## config.mk

```make
export PLATFORM = sky130hd
export DESIGN_NAME = trial_division_prime_counter_core
export DESIGN_NICKNAME = d
export VERILOG_FILES = /design/src/hw/rtl/tdpc_pkg.sv /design/src/hw/rtl/tdpc_dp.sv /design/src/hw/rtl/tdpc_ctrl.sv /design/src/hw/rtl/trial_division_prime_counter_core.sv
export SDC_FILE = /design/constraint.sdc
export NUM_CORES = 1
export LEC_CHECK = 0
export BUFFER_PORTS_ARGS = -buffer_cell sky130_fd_sc_hd__buf_2
export CAP_MARGIN = 40
export CELL_PAD_IN_SITES_DETAIL_PLACEMENT = 2
export CELL_PAD_IN_SITES_GLOBAL_PLACEMENT = 2
export CORE_MARGIN = 2
export CORE_UTILIZATION = 42
export DETAILED_ROUTE_END_ITERATION = 8
export GPL_ROUTABILITY_DRIVEN = 1
export PLACE_DENSITY = 0.91
export SYNTH_ARGS = -nofsm -noshare
export SYNTH_HDL_FRONTEND = slang
export SYNTH_SLANG_ARGS = --single-unit
export TNS_END_PERCENT = 30
```

## constraint.sdc

```tcl
create_clock -name clk -period 7.5 [get_ports clk]
set_input_delay 0 -clock clk [delete_from_list [all_inputs] [get_ports clk]]
set_output_delay 0 -clock clk [all_outputs]
set_load 0.005 [all_outputs]
```

## src/hw/rtl/tdpc_pkg.sv

```systemverilog
package tdpc_pkg;

  localparam int VALUE_BITS   = 31;
  localparam int COUNT_BITS   = 16;
  localparam int DIV_BITS     = (VALUE_BITS + 1) / 2 + 1;
  localparam int SQ_BITS      = VALUE_BITS + 2;
  localparam int BIT_IDX_BITS = $clog2(VALUE_BITS);

  typedef struct packed {
    logic [VALUE_BITS-1:0] value;
    logic                  restart;
  } tdpc_in_t;

  typedef struct packed {
    logic                  is_prime;
    logic [COUNT_BITS-1:0] prime_count;
  } tdpc_out_t;

  typedef struct packed {
    logic load;
    logic div_init;
    logic rem_start;
    logic rem_step;
    logic div_next;
    logic set_verdict;
    logic verdict;
    logic commit;
  } tdpc_cmd_t;

  typedef struct packed {
    logic trivial;
    logic trivial_prime;
    logic sq_over;
    logic bit_last;
    logic rem_zero;
    logic out_busy;
  } tdpc_sts_t;

endpackage

```

## src/hw/rtl/tdpc_dp.sv

```systemverilog
module tdpc_dp
  import tdpc_pkg::*;
(
  input  logic       clk,
  input  logic       rst_n,
  input  tdpc_in_t   in_data,
  input  tdpc_cmd_t  cmd,
  output tdpc_sts_t  sts,
  output logic       out_valid,
  input  logic       out_stall,
  output tdpc_out_t  out_data
);

  logic [VALUE_BITS-1:0]   value_r;
  logic                    restart_r;
  logic [DIV_BITS-1:0]     d_r;
  logic [SQ_BITS-1:0]      sq_r;
  logic [DIV_BITS-1:0]     rem_r;
  logic [BIT_IDX_BITS-1:0] bit_r;
  logic                    verdict_r;
  logic [COUNT_BITS-1:0]   tally_r;
  logic                    out_valid_r;
  tdpc_out_t               out_data_r;

  logic [DIV_BITS:0]       shifted;
  logic [DIV_BITS:0]       diff;
  logic                    ge;
  logic [DIV_BITS-1:0]     rem_nxt;
  logic [COUNT_BITS-1:0]   base;
  logic [COUNT_BITS-1:0]   tally_nxt;
  logic [SQ_BITS-1:0]      sq_nxt;

  assign shifted = {rem_r, value_r[bit_r]};
  assign diff    = shifted - {1'b0, d_r};
  assign ge      = shifted >= {1'b0, d_r};
  assign rem_nxt = ge ? diff[DIV_BITS-1:0] : shifted[DIV_BITS-1:0];

  assign sq_nxt = sq_r + (SQ_BITS'(d_r) << 2) + SQ_BITS'(4);

  assign base      = restart_r ? '0 : tally_r;
  assign tally_nxt = base + COUNT_BITS'(verdict_r && !(&base));

  assign sts.trivial       = ((value_r >> 2) == '0) || !value_r[0];
  assign sts.trivial_prime = (value_r >> 1) == VALUE_BITS'(1);
  assign sts.sq_over       = SQ_BITS'(value_r) < sq_r;
  assign sts.bit_last      = bit_r == '0;
  assign sts.rem_zero      = rem_r == '0;
  assign sts.out_busy      = out_valid_r && out_stall;

  assign out_valid = out_valid_r;
  assign out_data  = out_data_r;

  always_ff @(posedge clk) begin
    if (cmd.load) begin
      value_r   <= in_data.value;
      restart_r <= in_data.restart;
    end
    if (cmd.div_init) begin
      d_r  <= DIV_BITS'(3);
      sq_r <= SQ_BITS'(9);
    end else if (cmd.div_next) begin
      d_r  <= d_r + DIV_BITS'(2);
      sq_r <= sq_nxt;
    end
    if (cmd.rem_start) begin
      rem_r <= '0;
      bit_r <= BIT_IDX_BITS'(VALUE_BITS - 1);
    end else if (cmd.rem_step) begin
      rem_r <= rem_nxt;
      bit_r <= bit_r - BIT_IDX_BITS'(1);
    end
    if (cmd.set_verdict) begin
      verdict_r <= cmd.verdict;
    end
    if (cmd.commit) begin
      out_data_r.is_prime    <= verdict_r;
      out_data_r.prime_count <= tally_nxt;
    end
  end

  always_ff @(posedge clk) begin
    if (!rst_n) begin
      tally_r     <= '0;
      out_valid_r <= 1'b0;
    end else begin
      if (cmd.commit) begin
        tally_r     <= tally_nxt;
        out_valid_r <= 1'b1;
      end else if (!out_stall) begin
        out_valid_r <= 1'b0;
      end
    end
  end

endmodule

```

## src/hw/rtl/tdpc_ctrl.sv

```systemverilog
module tdpc_ctrl
  import tdpc_pkg::*;
(
  input  logic       clk,
  input  logic       rst_n,
  input  logic       in_valid,
  output logic       in_stall,
  input  tdpc_sts_t  sts,
  output tdpc_cmd_t  cmd
);

  typedef enum logic [2:0] {
    S_IDLE,
    S_CLASS,
    S_TEST,
    S_DIV,
    S_CHECK,
    S_FIN
  } state_t;

  state_t state_r;
  state_t state_nxt;

  assign in_stall = state_r != S_IDLE;

  always_comb begin
    cmd       = '0;
    state_nxt = state_r;
    case (state_r)
      S_IDLE: begin
        if (in_valid) begin
          cmd.load  = 1'b1;
          state_nxt = S_CLASS;
        end
      end
      S_CLASS: begin
        if (sts.trivial) begin
          cmd.set_verdict = 1'b1;
          cmd.verdict     = sts.trivial_prime;
          state_nxt       = S_FIN;
        end else begin
          cmd.div_init = 1'b1;
          state_nxt    = S_TEST;
        end
      end
      S_TEST: begin
        if (sts.sq_over) begin
          cmd.set_verdict = 1'b1;
          cmd.verdict     = 1'b1;
          state_nxt       = S_FIN;
        end else begin
          cmd.rem_start = 1'b1;
          state_nxt     = S_DIV;
        end
      end
      S_DIV: begin
        cmd.rem_step = 1'b1;
        if (sts.bit_last) begin
          state_nxt = S_CHECK;
        end
      end
      S_CHECK: begin
        if (sts.rem_zero) begin
          cmd.set_verdict = 1'b1;
          cmd.verdict     = 1'b0;
          state_nxt       = S_FIN;
        end else begin
          cmd.div_next = 1'b1;
          state_nxt    = S_TEST;
        end
      end
      S_FIN: begin
        if (!sts.out_busy) begin
          cmd.commit = 1'b1;
          state_nxt  = S_IDLE;
        end
      end
      default: begin
        state_nxt = S_IDLE;
      end
    endcase
  end

  always_ff @(posedge clk) begin
    if (!rst_n) begin
      state_r <= S_IDLE;
    end else begin
      state_r <= state_nxt;
    end
  end

endmodule

```

## src/hw/rtl/trial_division_prime_counter_core.sv

```systemverilog
// Values below 4 and even values are settled in the classify state alone.
// Odd values from 5 up try odd divisors from 3 until one divides or its square
// exceeds the value (a prime takes up to 23169 divisors); each divisor
// costs one bound check, 31 restoring-remainder steps and one zero test.
// One item at a time: the next is taken the cycle after commit; a stalled result holds it.
// Reset: synchronous active-low rst_n clears the controller, output valid and prime count.
module trial_division_prime_counter_core
  import tdpc_pkg::*;
(
  input  logic      clk,
  input  logic      rst_n,
  input  logic      in_valid,
  output logic      in_stall,
  input  tdpc_in_t  in_data,
  output logic      out_valid,
  input  logic      out_stall,
  output tdpc_out_t out_data
);

  tdpc_cmd_t cmd;
  tdpc_sts_t sts;

  tdpc_ctrl u_ctrl (
    .clk      (clk),
    .rst_n    (rst_n),
    .in_valid (in_valid),
    .in_stall (in_stall),
    .sts      (sts),
    .cmd      (cmd)
  );

  tdpc_dp u_dp (
    .clk       (clk),
    .rst_n     (rst_n),
    .in_data   (in_data),
    .cmd       (cmd),
    .sts       (sts),
    .out_valid (out_valid),
    .out_stall (out_stall),
    .out_data  (out_data)
  );

endmodule

```

==> results.toml, run 1 <==
[synthesis]
synth-edff-count = 50
ys_ff_latch = 138
synthTopCellsByArea = "dfxtp_1 (20%), edfxtp_1 (17%), ha_1 (12%)"
yosysSeqAreaShare_pct = 37.9
synth-compound-area-share_pct = 18.0
synth_top_family_by_area = "simple AND/OR/NAND/NOR gates"
synth_top_area_share_pct = 20.5
avgSynthCellArea_sq_um = 9.20
ys_async_sr_fraction_pct = 0
synthAdderAreaFrac_pct = 12.2
ys.flop_type = "dfxtp_1"
synth_nets = 1054
synth_mux_area_share_pct = 2.91
synth-xor-area-share_pct = 5.29
yosys.area_share.simple_pct = 19.2
yosys_warnings = 0
synth_area_sq_um = 8610
synth_cells = 935
ys_types = 77
synth_area_leader_cell = "dfxtp_1"

[timing]
finalHoldViolations = 0
tightest_slew_ps = 845
period_minus_slack_ps = 5270
whs_ps = 51.7
clock.fmax_mhz = 190
tns_ps = 0
finalWorstSetupSlack_ps = 2230
slew_headroom_pct = 43.1
finClkSkew_ps = 23.5
slew_violations = 0
rsz0062_at_grt = "false"
finalSetupViolCount = 0
min_period_over_period_pct = 70.3

[cts]
cts_buffer_depth = 2
cts.clk_slew.worst_paths_ps = 80
clock-sinks = 138
insertion_delay_ps = 470
numCtsBuffers = 17
cts_root_buf = "clkbuf_16"
h-tree-depth = 4
cts_setup_buffers = 0
cts_tree = "done"

[place]
portBuffers = 54
hpwl_um = 23200
pre_cts_slack_ps = 2620
dp.cells = 1237
place.gp.congestion = 0.868
dpl-instance-area_sq_um = 9190

[critical_path]
crit_buf_inv = 0
critPathMaxStageDelay_ps = 770
crit_type = "reg -> reg"
arrival_ps = 5600
critPathCaptureType = "flop"
cpLargestDelayFamily = "compound AO/OA/AOI/OAI gates"
cp-start-kind = "flop"
cp_max_fo = 14
timing.critical_path.cells = "mux4_1 -> a22o_1 -> a31oi_1 -> o211ai_2 -> fa_1 -> a211oi_1 -> o211ai_1 -> a41oi_1 -> o21a_1 -> o31a_1 -> nor2_1 -> a221oi_1 -> a211oi_2"
crit_slowest_cell = "dfxtp_1"
required_ps = 7830

[global_routing]
track_usage_pct = 38.1
overflow = 0
antenna_found_initial = 0
grt_pass1_wl_um = 61600
grt_max_degree = 31
grt_pass1_vias = 9592

[route]
vias = 8546
via_per_inst = 6.56
detail-route-antenna-nets = 0
drtIter0Drc = 765
wl_per_cell_um = 31.3
drt-total-wl_um = 40800
firstDrtPassIters = 5
drc = 0

[final_layout]
stdcell_count = 1303
nets = 1139
area_delta_synth_final_pct = 17.6
num_antenna_cells = 0
post-route-cell-area_sq_um = 10100
postLayoutCoreUtil_pct = 50.2
layout-drive-gt1-share_pct = 11.5

[die]
core-area_sq_um = 20200
dieArea_sq_um = 21700
io_pins = 55
initial_core_util_pct = 42.7
num_rows = 52
die_w_um = 147
fp.dieH_um = 147

[run]
maxCapViolCount = 0

[power_and_ir_drop]
peakVddDrop_mv = 0.194
leakage_nw = 4.03
power_density_nw_per_um2 = 371
p_total_mw = 3.75

[hold_path]
hold_path_class = "in -> reg"

[outcome]
status = "finished clean"
## cells in the mapped netlist, types with 7 or more instances
cell	number
dfxtp_1	88
mux2i_1	10
nor2_1	86
xnor2_1	36
nand2_1	86
xor2_1	16
o21ai_0	28
clkbuf_1	22
or3_1	17
o21a_1	11
nand4_1	19
o211ai_1	12
a21boi_0	16
a21oi_1	56
ha_1	81
a21o_1	21
a31oi_1	7
o31ai_1	13
inv_1	59
or4_1	8
nor4_1	14
nor3_1	16
edfxtp_1	50
nor3b_1	9
nand3_1	18
nor2b_1	15
a211oi_1	14
## worst paths after layout
path | endpoint | cells past startpoint | startpoint | slack, ps
setup / recovery | u_dp.rem_r[3]$_SDFFE_PP0N_ | 13 | u_dp.bit_r[1]$_SDFFE_PP1N_ | 2230
hold / removal | u_dp.value_r[25]$_DFFE_PP_ | 3 | in_valid | 50
setup reg to reg | u_dp.rem_r[3]$_SDFFE_PP0N_ | 13 | u_dp.bit_r[1]$_SDFFE_PP1N_ | 2230
hold reg to reg | u_dp.sq_r[28]$_SDFFE_PP0P_ | 2 | u_dp.sq_r[28]$_SDFFE_PP0P_ | 510
## sequential cells by signal, summed over array words and instances (netlist names)
signal / count
u_ctrl.state_r: 3
u_dp.bit_r: 5
u_dp.d_r: 16
u_dp.out_data: 17
u_dp.out_valid: 1
u_dp.rem_r: 17
u_dp.restart_r: 1
u_dp.sq_r: 30
u_dp.tally_r: 16
u_dp.value_r: 31
u_dp.verdict_r: 1
## cell type report
class | instances | area (sq um)
clock buffer | 17 | 425
clock inverter | 15 | 163
fill | 2092 | 10000
inverter | 61 | 229
multi-input combinational | 704 | 4980
sequential | 138 | 3260
tap | 270 | 338
timing repair buffer | 98 | 722
## worst register-to-register path, cell delays in order (launching register included)
cell and delay, ps:
dfxtp_1 770, mux4_1 650, a22o_1 220, a31oi_1 210, o211ai_2 300, fa_1 520
a211oi_1 400, o211ai_1 220, a41oi_1 360, o21a_1 330, o31a_1 590, nor2_1 110
a221oi_1 340, a211oi_2 110
## power breakdown
| part | switching (mW) | internal [mW] |
|---|---|---|
| sequential | 0.226 | 0.913 |
| combinational | 1.03 | 0.654 |
| clock | 0.435 | 0.497 |
| total | 1.69 | 2.06 |
## timing repair
action,4_1_cts,5_1_grt
hold endpoints to repair,35,0
gates resized for setup,0,0
hold buffers,34,0
## metal layers
| metal | vias to the layer above | GRT usage, % | share of wire [%] |
|---|---|---|---|
| li1 | 3585 | - | - |
| met5 | - | 0 | 0 |
| met4 | 0 | 23.4 | 6.2 |
| met1 | 4305 | 42.1 | 37 |
| met3 | 173 | 7.30 | 6.0 |
| met2 | 483 | 67.4 | 50 |
## kinds of logic (layout without fill, tap and decap cells)
family                   count (synthesis)  in the layout
multiplexers                            18             18
AO/OA/AOI/OAI                          224            224
AND/OR/NAND/NOR                        327            327
XOR/XNOR                                52             52
adder cells (fa/ha/maj)                 83             83
buffers and inverters                   93            191
flip-flops                             138            138
## cells in the final DEF (no fill, tap or decap), types with 9 or more instances in the layout
master	Yosys	final
dfxtp_1	88	88
nand2_1	86	86
nor2_1	86	84
ha_1	81	81
inv_1	59	59
a21oi_1	56	56
buf_2	4	54
edfxtp_1	50	50
xnor2_1	36	36
dlygate4sd3_1	0	34
o21ai_0	28	28
a21o_1	21	21
nand4_1	19	19
nand3_1	18	18
or3_1	17	17
clkbuf_16	0	17
xor2_1	16	16
a21boi_0	16	16
nor2b_1	15	15
nor3_1	16	15
nor4_1	14	14
a211oi_1	14	14
o31ai_1	13	13
o211ai_1	12	12
o21a_1	11	11
mux2i_1	10	10
nor3b_1	9	9
No activity file was read; power rests on OpenSTA's default activity.
==> run 2: changes to the inputs <==
--- a/config.mk
+++ b/config.mk
@@ -5,15 +5,16 @@
 export SDC_FILE = /design/constraint.sdc
 export NUM_CORES = 1
 export LEC_CHECK = 0
+export ABC_AREA = 1
 export BUFFER_PORTS_ARGS = -buffer_cell sky130_fd_sc_hd__buf_2
 export CAP_MARGIN = 40
 export CELL_PAD_IN_SITES_DETAIL_PLACEMENT = 2
 export CELL_PAD_IN_SITES_GLOBAL_PLACEMENT = 2
 export CORE_MARGIN = 2
-export CORE_UTILIZATION = 42
+export CORE_UTILIZATION = 37
 export DETAILED_ROUTE_END_ITERATION = 8
 export GPL_ROUTABILITY_DRIVEN = 1
-export PLACE_DENSITY = 0.91
+export PLACE_DENSITY = 0.86
 export SYNTH_ARGS = -nofsm -noshare
 export SYNTH_HDL_FRONTEND = slang
 export SYNTH_SLANG_ARGS = --single-unit
==> constraint.sdc (replaced) <==
create_clock -name clk -period 5.1 [get_ports clk]
set_input_delay 0 -clock clk [delete_from_list [all_inputs] [get_ports clk]]
set_output_delay 0 -clock clk [all_outputs]
set_load 0.005 [all_outputs]
==> run 2 against run 1 <==
Against the previous run:
- die area rose by 15%
- critical path depth rose by 9
- routed wire length fell by 19%
- sequential power rose by 49%
- via count down 1.3%
- clock skew shrank 6.5 ps
- clock power grew 46%
==> results.toml, run 2 <==
[outcome]
status = "finished clean"

[timing]
tns_ps = 0
tightest_slew_ps = 818
clock.fmax_mhz = 233
finalHoldViolations = 0
slew_violations = 0
rsz0062_at_grt = "false"
finClkSkew_ps = 17.0
finalWorstSetupSlack_ps = 817
finalSetupViolCount = 0
period_minus_slack_ps = 4280
slew_headroom_pct = 45.4
min_period_over_period_pct = 84.0

[critical_path]
arrival_ps = 4660
cp_max_fo = 27
cp-start-kind = "flop"
crit_type = "reg -> reg"
required_ps = 5480
critPathCaptureType = "flop"

[global_routing]
grt.busiest_layer = "met2"
use_met3_pct = 3.97
grt_pass1_vias = 9605
use_met1_pct = 31.5
grt_max_degree = 35
grtUsageMet2_pct = 50.3
grt_pass1_wl_um = 52600
track_usage_pct = 27.4
antenna_found_initial = 0
overflow = 0

[final_layout]
layout-drive-gt1-share_pct = 10.7
regMostFlops = "u_dp.value_r"
final_common_cell = "nand2_1"
post-route-cell-area_sq_um = 10400
area_delta_synth_final_pct = 17.9
nFillCells = 2677
reg.largest.list = "u_dp.value_r: 31 flops, u_dp.sq_r: 30 flops"
nets = 1347
largest_reg_flops = 31
stdcell_count = 1560
num_antenna_cells = 0
most-common-layout-cells = "nand2_1 (202), inv_1 (181), a21oi_1 (97)"

[hold_path]
hold_path_class = "in -> reg"

[cts]
cts.repair.resized = 0
insertion_delay_ps = 450
clock-sinks = 138
cts_setup_buffers = 0
postCtsHoldBufs = 34
h-tree-depth = 4
cts_root_buf = "clkbuf_16"
cts.clk_slew.worst_paths_ps = 70
numCtsBuffers = 17
cts_buffer_depth = 2
cts_tree = "done"

[power_and_ir_drop]
leakage_nw = 4.81
peakVddDrop_mv = 0.315
p_total_mw = 5.72
power_density_nw_per_um2 = 552

[route]
wl_per_cell_um = 21.2
vias = 8433
firstDrtPassIters = 4
drt-total-wl_um = 33000
detail-route-antenna-nets = 0
via_per_inst = 5.41
drtIter0Drc = 356
drc = 0

[synthesis]
ys_async_sr_fraction_pct = 0
ys.flop_type = "dfxtp_1"
ys_ff_latch = 138
yosysMostFrequentCell = "nand2_1"
synth_area_sq_um = 8790
yosys_warnings = 0
yosysSeqAreaShare_pct = 37.1
synth-edff-count = 50
avgSynthCellArea_sq_um = 7.71
synthTopCellsByArea = "dfxtp_1 (20%), edfxtp_1 (17%), ha_1 (12%)"
synth_top_area_share_pct = 20.1
ys_top_cells_by_count = "nand2_1 (202), inv_1 (181), a21oi_1 (97)"
synth_area_leader_cell = "dfxtp_1"
synth_nets = 1259
ys_types = 53
synth_cells = 1140

[die]
io_pins = 55
die_w_um = 158
num_rows = 56
initial_core_util_pct = 37.5
fp.dieH_um = 158
dieArea_sq_um = 25000
core-area_sq_um = 23400

[place]
portBuffers = 54
dp.cells = 1493
place.gp.congestion = 0.854
hpwl_um = 21600
dpl-instance-area_sq_um = 9370
pre_cts_slack_ps = 1130

[run]
maxCapViolCount = 0
[run 2: cells by family after synthesis]
group | share of synthesized area [%]
xor gates and xnor gates | 3.99
buffers and inverters | 9.83
AOI/OAI and AO/OA | 14.9
DFF | 37.1
and+or+nand+nor | 22.2
adders and majority gates | 12.0
[run 2: cell type report]
class,count,area (sq um),area share [%]
sequential,138,3260,31.5
clock inverter,14,171,1.66
multi-input combinational,790,4670,45.1
clock buffer,18,450,4.35
inverter,186,706,6.81
tap,319,399,3.85
timing repair buffer,95,696,6.72
[run 2: final timing paths]
kind	from	to	slack, ps	depth (start not counted)
max reg2reg	u_dp.bit_r[0]$_SDFFE_PP0N_	u_dp.rem_r[16]$_SDFFE_PP0N_	820	22
min reg2reg	u_dp.out_valid$_SDFFE_PN0P_	u_dp.out_valid$_SDFFE_PN0P_	520	2
min	in_valid	u_ctrl.state_r[0]$_SDFFE_PN0P_	50	4
max	u_dp.bit_r[0]$_SDFFE_PP0N_	u_dp.rem_r[16]$_SDFFE_PP0N_	820	22
[run 2: per-stage QoR]
stage | hold WS [ps] | util [%]
after floorplan | 98.9 | -
after global placement | 176 | 39.9
after detailed placement | 178 | 40.0
after CTS | 31.3 | 44.1
after global routing | 59.7 | 44.2
final | 45.2 | 44.2
[run 2: report_power, final]
| group | switching (mW) | internal (mW) |
|---|---|---|
| clock | 0.590 | 0.771 |
| sequential | 0.294 | 1.41 |
| combinational | 1.75 | 0.908 |
| total | 2.63 | 3.09 |
[run 2: worst max-delay path, stage by stage (launching register included)]
cell      delay (ps)
dfxtp_1          860
inv_8            150
nand2_1          110
nand2_1           70
nor2_1           130
nor2_1            70
nand2_1           90
nand3_2          120
and2_2           280
fa_1             430
nand3_1           90
nand2_1          110
a21oi_2          210
o21ai_2          100
nand4_1           90
nand2_1           90
nand2_1          130
nand2_2          320
inv_1            350
nand2_1           90
nand3_1           90
o211ai_1          90
inv_1            120
[run 2: routing by layer]
layer	vias up	share of wire, %
met2	199	52
met5	-	0
met3	76	3.2
met4	0	3.2
li1	3982	-
met1	4176	42
==> run 3: changes to the inputs <==
--- a/config.mk
+++ b/config.mk
@@ -11,10 +11,10 @@
 export CELL_PAD_IN_SITES_DETAIL_PLACEMENT = 2
 export CELL_PAD_IN_SITES_GLOBAL_PLACEMENT = 2
 export CORE_MARGIN = 2
-export CORE_UTILIZATION = 37
+export CORE_UTILIZATION = 33
 export DETAILED_ROUTE_END_ITERATION = 8
 export GPL_ROUTABILITY_DRIVEN = 1
-export PLACE_DENSITY = 0.86
+export PLACE_DENSITY = 0.82
 export SYNTH_ARGS = -nofsm -noshare
 export SYNTH_HDL_FRONTEND = slang
 export SYNTH_SLANG_ARGS = --single-unit
==> constraint.sdc (replaced) <==
create_clock -name clk -period 3.4 [get_ports clk]
set_input_delay 0 -clock clk [delete_from_list [all_inputs] [get_ports clk]]
set_output_delay 0 -clock clk [all_outputs]
set_load 0.005 [all_outputs]
==> run 3 against run 2 <==
Against the previous run:
- the flow now finishes with violations (DRC)
- total power grew 53%
- sequential share of layout area shrank 0.57 points
- first-iteration DRC count grew 18%
- clock skew shrank 2.2 ps
- critical path depth shrank 1
- clock-buffer cell count shrank 1
- hold slack gained 220 ps
- largest cell class unchanged
==> results.toml, run 3 (synthesized netlist as in run 2, its figures left out) <==
[outcome]
violations = "DRC"
status = "finished with violations"

[timing]
clock.fmax_mhz = 309
tns_ps = 0
slew_violations = 0
period_minus_slack_ps = 3230
finalSetupViolCount = 0
finClkSkew_ps = 14.8
slew_headroom_pct = 37.1
min_period_over_period_pct = 95.1
rsz0062_at_grt = "true"
tightest_slew_ps = 942
finalHoldViolations = 0

[die]
die_w_um = 167
core-area_sq_um = 26100
fp.dieH_um = 167
num_rows = 59
io_pins = 55
initial_core_util_pct = 33.6
dieArea_sq_um = 27900

[critical_path]
crit_buf_inv = 3
required_ps = 3780
critPathMaxStageDelay_ps = 440
cp-start-kind = "flop"
cpMostUsedCell = "nand2_1"
arrival_ps = 3620
critPathCaptureType = "flop"
cp_max_fo = 7
crit_type = "reg -> reg"
cpLargestDelayFamily = "simple AND/OR/NAND/NOR gates"
timing.critical_path.cells = "inv_1 -> nand2_1 -> nand3_1 -> nand2_1 -> a21oi_1 -> nand3_2 -> and2_4 -> fa_2 -> nand3_1 -> nand2_1 -> a21oi_2 -> o21ai_2 -> nand4_1 -> nand2_1 -> nand2_1 -> nand2_2 -> inv_1 -> nand2_1 -> nand3_1 -> o211ai_1 -> inv_1"
crit_slowest_cell = "edfxtp_1"

[final_layout]
largest_reg_flops = 31
regMostFlops = "u_dp.value_r"
nets = 1367
nFillCells = 2988
final_common_cell = "nand2_1"
layout-drive-gt1-share_pct = 12.7
num_antenna_cells = 0
area_delta_synth_final_pct = 20.2
reg.largest.list = "u_dp.value_r: 31 flops, u_dp.sq_r: 30 flops"
most-common-layout-cells = "nand2_1 (202), inv_1 (180), a21oi_1 (97)"

[cts]
cts.clk_slew.worst_paths_ps = 70
numCtsBuffers = 17
cts_root_buf = "clkbuf_16"
cts_tree = "done"
h-tree-depth = 4
insertion_delay_ps = 440
clock-sinks = 138
cts_buffer_depth = 2

[route]
detail-route-antenna-nets = 0
drtIter0Drc = 420
wl_per_cell_um = 19.7
firstDrtPassIters = 6
vias = 8384
drc = 6
via_per_inst = 5.25
drt-total-wl_um = 31400

[power_and_ir_drop]
peakVddDrop_mv = 0.372
p_total_mw = 8.75
power_density_nw_per_um2 = 829
leakage_nw = 4.91

[run]
maxCapViolCount = 0

[global_routing]
antenna_found_initial = 0
grt_pass1_wl_um = 50500
grt_pass1_vias = 9503
overflow = 0
grt_max_degree = 35
track_usage_pct = 22.9

[place]
hpwl_um = 21900
portBuffers = 54
place.gp.congestion = 0.827

[hold_path]
hold_path_class = "in -> reg"
==> run 3: changes by cell type in the layout (fill, tap and decap cells not counted), sizes merged <==
cell         change
buf             +19
clkinv           +2
clkbuf           -1
bufinv           +1
dlygate4sd3      +1
inv              -2
==> run 3: final timing paths <==
check | depth (start not counted) | end | slack [ps] | from
max | 21 | u_dp.rem_r[16]$_SDFFE_PP0N_ | 170 | u_dp.value_r[23]$_DFFE_PP_
min | 2 | u_dp.value_r[1]$_DFFE_PP_ | 260 | in_data[2]
max reg2reg | 21 | u_dp.rem_r[16]$_SDFFE_PP0N_ | 170 | u_dp.value_r[23]$_DFFE_PP_
min reg2reg | 0 | u_dp.out_data[16]$_DFFE_PP_ | 480 | u_dp.verdict_r$_DFFE_PP_
==> run 3: what timing repair did <==
action	4_1_cts	5_1_grt
gates resized for setup	1	10
pin swaps	0	1
setup endpoints to repair	8	19
buffers inserted	0	3
endpoints found under the hold margin	40	0
hold buffers	35	0
==> run 3: stage by stage <==
stage / cell area [sq um] / util [%] / setup WS [ps] / hold WS [ps] / instances
after floorplan: 8790 / - / 579 / 98.9 / 1140
after global placement: 9490 / 36.3 / 159 / 177 / 1525
after detailed placement: 9510 / 36.4 / -6.47 / 178 / 1526
after CTS: 10500 / 40.3 / 62.7 / 247 / 1593
after global routing: 10600 / 40.4 / -49.8 / 271 / 1596
final: 10600 / 40.4 / 168 / 262 / 1596
==> run 3: metal layers <==
metal / GRT usage, % / share of wire [%] / up-vias
met5: 0 / 0 / -
met4: 9.15 / 2.9 / 0
met3: 3.26 / 2.8 / 62
met2: 41.8 / 52 / 151
met1: 26.9 / 43 / 4153
li1: - / - / 4018
==> run 3: layout make-up <==
| type | instances | area, sq um | area share, % |
|---|---|---|---|
| multi-input cells | 790 | 4680 | 44.3 |
| flip-flops and latches | 138 | 3270 | 30.9 |
| repair buffers | 115 | 832 | 7.88 |
| inverters | 186 | 706 | 6.68 |
| clock buffers | 17 | 425 | 4.03 |
| well taps | 335 | 419 | 3.97 |
| clock inverters | 15 | 229 | 2.17 |
==> run 3: report_power, final <==
group | internal (mW) | switching (mW)
logic | 1.51 | 2.62
clock network | 1.20 | 0.901
registers | 2.12 | 0.402
total | 4.83 | 3.92
==> run 3: worst register-to-register path, stage by stage (launching register included) <==
cell and delay (ps):
edfxtp_1 440, inv_1 120, nand2_1 60, nand3_1 100
nand2_1 70, a21oi_1 150, nand3_2 110, and2_4 200
fa_2 360, nand3_1 90, nand2_1 100, a21oi_2 190
o21ai_2 100, nand4_1 90, nand2_1 80, nand2_1 120
nand2_2 100, inv_1 280, nand2_1 120, nand3_1 110
o211ai_1 80, inv_1 80
